<file path="config.mk">
export PLATFORM = sky130hd
export DESIGN_NAME = vptw_viewport
export DESIGN_NICKNAME = d
export VERILOG_FILES = /design/src/design/vptw_pkg.sv /design/src/design/vptw_viewport.sv
export SDC_FILE = /design/constraint.sdc
export NUM_CORES = 2
export LEC_CHECK = 0
export ABC_AREA = 0
export CORE_MARGIN = 4
export CORE_UTILIZATION = 50
export CTS_CLUSTER_SIZE = 25
export DETAILED_ROUTE_END_ITERATION = 10
export DONT_BUFFER_PORTS = 1
export PLACE_DENSITY = 0.74
export SLEW_MARGIN = 40
export SYNTH_ARGS = -nofsm -noshare
export SYNTH_HDL_FRONTEND = slang
export SYNTH_SLANG_ARGS = --single-unit
export TNS_END_PERCENT = 30
</file>
<file path="constraint.sdc">
create_clock -name clk -period 10.8 [get_ports clk]
set_input_delay 1.62 -clock clk [delete_from_list [all_inputs] [get_ports clk]]
set_output_delay 1.62 -clock clk [all_outputs]
set_load 0.02 [all_outputs]
</file>
<file path="src/design/vptw_pkg.sv">
// shared types, constants and helpers for the vertex projection pipeline
// no dependencies; used by every module of vertex_project_to_window
package vptw_pkg;

  localparam int CW = 32;             // coordinate and matrix entry width
  localparam int FB = 16;             // fraction bits of the Q16.16 format
  localparam int NUM_W = CW + FB;     // width of the scaled divide numerator
  localparam logic [CW-1:0] ONE = CW'(64'd1 << FB);

  // item kinds carried in the mode field
  localparam logic [1:0] MODE_MODEL = 2'd0;
  localparam logic [1:0] MODE_PROJ  = 2'd1;
  localparam logic [1:0] MODE_POINT = 2'd2;

  // configuration register indexes
  localparam logic [1:0] REG_VX = 2'd0;
  localparam logic [1:0] REG_VY = 2'd1;
  localparam logic [1:0] REG_VW = 2'd2;
  localparam logic [1:0] REG_VH = 2'd3;

  localparam logic [15:0] VW_RESET = 16'd640;
  localparam logic [15:0] VH_RESET = 16'd480;

  // one item as it moves through the two matrix stages
  typedef struct packed {
    logic [1:0]         mode;
    logic [3:0]         idx;
    logic [CW-1:0]      value;
    logic [3:0][CW-1:0] vec;
  } item_t;

  // divider result handed to the viewport stage
  typedef struct packed {
    logic               ok;
    logic [2:0][CW-1:0] n;
  } div_out_t;

  // identity matrix, entries on the diagonal are one
  function automatic logic [15:0][CW-1:0] identity();
    logic [15:0][CW-1:0] m;
    for (int i = 0; i < 16; i++) begin
      m[i] = (i % 5 == 0) ? ONE : '0;
    end
    return m;
  endfunction

  // saturate a signed value to CW bits
  function automatic logic [CW-1:0] sat_cw(logic signed [63:0] v);
    logic signed [63:0] hi;
    logic signed [63:0] lo;
    hi = (64'sd1 <<< (CW - 1)) - 64'sd1;
    lo = -hi - 64'sd1;
    if (v > hi) return hi[CW-1:0];
    if (v < lo) return lo[CW-1:0];
    return v[CW-1:0];
  endfunction

endpackage

</file>
<file path="src/design/vptw_viewport.sv">
// viewport and depth mapping of normalized coordinates, two register stages
// depends on vptw_pkg
module vptw_viewport (
  input  logic               clk,
  input  logic               rst,
  input  logic               in_valid,
  output logic               in_ready,
  input  vptw_pkg::div_out_t in_res,
  input  logic [15:0]        viewport_x,
  input  logic [15:0]        viewport_y,
  input  logic [15:0]        viewport_width,
  input  logic [15:0]        viewport_height,
  output logic               out_valid,
  input  logic               out_ready,
  output logic [2:0][vptw_pkg::CW-1:0] out_win,
  output logic               out_ok
);
  import vptw_pkg::*;

  logic v1, v2, en1, en2;
  logic ok1;
  logic signed [CW+17:0] px, py, px_c, py_c;
  logic signed [CW:0] dz, nx1, ny1, nz1;
  logic signed [63:0] wx_c, wy_c;

  assign en2 = !v2 || out_ready;
  assign en1 = !v1 || en2;
  assign in_ready = en1;
  assign out_valid = v2;

  always_ff @(posedge clk) begin
    if (rst) begin
      v1 <= 1'b0;
      v2 <= 1'b0;
    end else begin
      if (en1) v1 <= in_valid;
      if (en2) v2 <= v1;
    end
  end

  // shift to the zero..two range and scale by the viewport size
  always_comb begin
    nx1  = $signed({in_res.n[0][CW-1], in_res.n[0]}) + $signed({1'b0, ONE});
    ny1  = $signed({in_res.n[1][CW-1], in_res.n[1]}) + $signed({1'b0, ONE});
    nz1  = $signed({in_res.n[2][CW-1], in_res.n[2]}) + $signed({1'b0, ONE});
    px_c = $signed({1'b0, viewport_width}) * nx1;
    py_c = $signed({1'b0, viewport_height}) * ny1;
  end

  always_ff @(posedge clk) begin
    if (en1) begin
      ok1 <= in_res.ok;
      px  <= px_c;
      py  <= py_c;
      dz  <= nz1;
    end
  end

  // halve, add the viewport origin, saturate
  always_comb begin
    wx_c = 64'($signed({viewport_x, {FB{1'b0}}})) + 64'(px >>> 1);
    wy_c = 64'($signed({viewport_y, {FB{1'b0}}})) + 64'(py >>> 1);
  end

  always_ff @(posedge clk) begin
    if (en2) begin
      out_ok <= ok1;
      if (ok1) begin
        out_win[0] <= sat_cw(wx_c);
        out_win[1] <= sat_cw(wy_c);
        out_win[2] <= sat_cw(64'(dz >>> 1));
      end else begin
        out_win <= '0;
      end
    end
  end

endmodule

</file>
== After elaboration in Yosys (flattened, before gate mapping) ==
Cells that the tools add are included.
Storage, ports and cells
  output and inout port bits: 99
  input bits: 165
  register bits: 233
  logic and storage cells: 60
Operators by class
  $mul: 2
  mux-type cells: 33
  order comparisons: 6
  reduce and logical (&&, ||, !) cells: 4
  $add $sub $neg: 5
Operator list (number)
  2-to-1 mux 32 bit: 12
  adder 32 x 49 -> 50 bit: 2
  greater-than comparator 50 x 32 -> 1 bit (second input constant): 2
  < comparator 50 x 32 -> 1 bit (second input constant): 2
  multiplier 17 x 33 -> 50 bit: 2
  adder 32 x 18 -> 33 bit (second input constant): 3
  greater-than comparator 32 bit (second input constant): 1
  < comparator 32 bit (second input constant): 1
  2-to-1 mux 1 bit: 21
  logical NOT 1 bit: 2
  logical OR 1 bit: 2

== Logic depth before layout (Yosys ltp) ==
  word-level depth: 10
  depth in mapped cells: 32
  mapped depth without buffers: 31

== Worst setup path before layout ==
No wires, ideal clock.
  path kind: input to register
  from: input port in_res[48] in the netlist's numbering
  to: register py[49] (data pin)
  path buffers: 1
  stages on the path: 28
  data required time: 10.541 ns
  arrival time: 8.484 ns
  slack: 2.057 ns
  setup time: 0.259 ns
  cell sequence: ha_1 -> nand3_1 -> xnor2_1 -> clkbuf_1 -> nand2_1 -> fa_1 -> inv_1 -> fa_1 -> inv_1 -> fa_1 -> inv_1 -> fa_1 -> fa_1 -> fa_1 -> ha_1 -> and3_1 -> and3_1 -> nand4_1 -> o221ai_1 -> a41oi_1 -> o21ai_1 -> a41oi_1 -> nand3_1 -> a31oi_2 -> o311ai_1 -> a221oi_1 -> o21ai_1 -> xnor2_1
On the way
  word-level cells in the longest chain between the ends: 2
RTL lines
  start, declared: RTL line vptw_viewport.sv:8  | input vptw_pkg::div_out_t in_res,
  adder 32 x 18 -> 33 bit: RTL line vptw_viewport.sv:44  | ny1 = $signed({in_res.n[1][CW-1], in_res.n[1]}) + $signed({1'b0, ONE});
  multiplier 17 x 33 -> 50 bit: RTL line vptw_viewport.sv:47  | py_c = $signed({1'b0, viewport_height}) * ny1;
  named net py_c[49]: RTL line vptw_viewport.sv:22  | logic signed [CW+17:0] px, py, px_c, py_c;
  end signal, assigned: RTL line vptw_viewport.sv:54  | py <= py_c;
  end, declared: RTL line vptw_viewport.sv:22
The timed path passes the listed nets, and every way through them passes these cells.
A chain may end at the register's enable or synchronous reset.

== Worst setup path after layout ==
  from: input port in_res[16] in the netlist's numbering
  to: register px[49] (data pin)
On the way
  word-level cells in the longest chain between the ends: 2
RTL lines
  adder 32 x 18 -> 33 bit: RTL line vptw_viewport.sv:43  | nx1 = $signed({in_res.n[0][CW-1], in_res.n[0]}) + $signed({1'b0, ONE});
  multiplier 17 x 33 -> 50 bit: RTL line vptw_viewport.sv:46  | px_c = $signed({1'b0, viewport_width}) * nx1;
  named net px_c[49]: RTL line vptw_viewport.sv:22
  end signal, assigned: RTL line vptw_viewport.sv:53  | px <= px_c;
  end, declared: RTL line vptw_viewport.sv:22
The timed path passes the listed nets, and every way through them passes these cells.

==> flow_metrics.tcl <==
set metrics [dict create \
    synth_cells 5185 \
    grt_pass1_wl_um 191900 \
    globalplace.congestion 0.8779 \
    cts.reportedPaths.clkPinSlew_ps 60 \
    nFillCells 8497 \
    grt_use_met3 0.04996 \
    fin_crit_sh 0.8261 \
    io_pins 264 \
    synth_top_family_by_area "adder cells" \
    post_cts_buffers 0 \
    synthMostInstantiatedCell "inv_1" \
    syn_nets 6665 \
    rsz0062_at_grt "false" \
    path_common_cell "fa_1" \
    synthMuxAreaShare 0 \
    first_pass_iters 6 \
    cp.required_ps 11080 \
    cts_made_buffers 28 \
    cts_tree "yes" \
    ys_types 71 \
    synth_edf_count 228 \
    via_per_inst 5.370 \
    grt_overflow 0 \
    max_stage_delay_ps 570 \
    synthAdderAreaFrac 0.4953 \
    ys_seq_area_frac 0.1420 \
    relSlewSlack 0.4790 \
    final.setup.tns_ps 0 \
    ys_top_cells_by_area "fa_1, edfxtp_1, inv_1" \
    drive_gt1_frac 0.02028 \
    cap_violations 0 \
    clock_latency_ps 560 \
    grt_pass1_vias 37490 \
    synth_top_cell_area_share 0.4161 \
    hold_violations 0 \
    finalClockSkew_ps 14.17 \
    setup_violations 0 \
    hpwl_um 92030 \
    holdBufCountCts 0 \
    synthSimpleGateAreaFrac 0.1412 \
    hold_path.class "reg2reg" \
    worst-setup-path-type "in2reg" \
    vias 34090 \
    placementRows 113 \
    met1_usage 0.3080 \
    grt_max_degree 59 \
    synth_area_mm2 0.04849 \
    cts_root_buffer "clkbuf_16" \
    yosys_warnings 0 \
    antenna_left 0 \
    busiest_layer "met2" \
    cp_data_arrival_time_ps 9200 \
    core-area_mm2 0.09558 \
    portBuffers 0 \
    die_y_um 319.4 \
    drt_iter0_markers 2441 \
    ys_seq_elements 230 \
    yosysTopAreaCell "fa_1" \
    avgSynthCellArea_um2 9.353 \
    initial_core_util 0.5074 \
    finalWirelength_um 115500 \
    clock-sinks 230 \
    synth_top_flop_cell "edfxtp_1" \
    synth_compound_area_frac 0.06876 \
    synth_common_cells "inv_1, fa_1, nand2_1" \
    finalMaxSlewViolations 0 \
    layout.nets 6538 \
    grt_util_all_layers 0.2324 \
    drc 0 \
    antenna_found_initial 7 \
    endpoint_kind "flip-flop" \
    die_area_mm2 0.1020 \
    cts_buffer_depth 3 \
    routedWlPerCell_um 18.19 \
    ctsResizeCount 0 \
    htree_levels 1 \
    critPathLaunchType "primary input" \
    max_clock_freq_mhz 112.1 \
    synth_xor_area_frac 0.03721 \
    run_status "finished, final reports clean" \
    areaGrowthSynthToFinish_pct 4.355 \
    cp_max_fo 18 \
    async_flop_share 0 \
    crit_slowest_cell "xor2_1" \
    finalCriticalPeriod_ps 8922 \
    worst_pin_slew_ps 781.4 \
    grt.met2_usage 0.3877 \
    die_x_um 319.4 \
]
[final timing paths]
path,startpoint,to,slack (ps),cells past startpoint
min,py[13]$_DFFE_PP_,out_win[44]$_SDFFCE_PN0P_,520,1
min reg2reg,py[13]$_DFFE_PP_,out_win[44]$_SDFFCE_PN0P_,520,1
max reg2reg,px[17]$_DFFE_PP_,out_win[12]$_SDFFCE_PN0P_,6130,15
max,in_res[16],px[49]$_DFFE_PP_,1880,26
[cells by family (layout without fill, tap and decap cells)]
kind of cell               Yosys count  in the layout
AOI/OAI and AO/OA                  500            500
xor gates and xnor gates           206            206
adders and majority gates         1315           1315
buffers and inverters             1482           1375
DFF                                230            230
other                                0              5
and+or+nand+nor                   1452           1452
[worst max-delay path, delay by kind of cell]
family	cells	cell delay (ps)
simple gates	5	1120
xor+xnor	2	690
fa+ha+maj	8	3510
buf+inv	5	570
compound gates	6	1670
[layout make-up]
type                    count  area [um^2]  share of cell area
repair buffers             36        270.3            0.005341
inverters                1289         4841             0.09566
flip-flops and latches    230         6887              0.1361
multi-input cells        3473        36020              0.7118
clock inverters            16        216.5            0.004277
well taps                1265         1583             0.03128
clock buffers              34        773.2             0.01528
diodes                      5        12.51           0.0002472
[sequential cells by signal, summed over array words and instances (netlist names)]
signal	count
ok1	1
out_win	96
v1	1
dz	32
out_valid	1
py	49
out_ok	1
px	49
[stage by stage]
stage	worst slack [ps]	cell area, um^2	instances	util	hold slack [ps]
CTS	1991	50590	6343	0.5293	519.4
global route	1557	50600	6345	0.5294	529.0
finish	1878	50600	6348	0.5295	516.7
global placement	1489	49600	6293	0.5189	498.1
floorplan	2057	48490	5185	-	424.4
detailed placement	1432	49600	6293	0.5190	504.1
[cells in the final DEF (no fill, tap or decap), types with 28 or more instances in the layout]
master	instances
nand4_1	32
o21ai_0	53
and2_1	362
clkbuf_16	28
inv_1	1286
nand3_1	52
nand2b_1	46
edfxtp_1	228
a21oi_1	139
xnor2_1	147
fa_1	1008
o21bai_1	29
buf_4	36
nor2_1	80
xor2_1	59
a21o_1	144
ha_1	307
nand2_1	788
[per-layer routing]
layer | up-vias | share of wire
met5 | - | 0.00012
li1 | 15280 | -
met2 | 1309 | 0.47
met3 | 251 | 0.088
met4 | 2 | 0.030
met1 | 17240 | 0.41
Power is not shown: default switching activity piles up to over one toggle a cycle in this logic, so the estimate is an artifact.
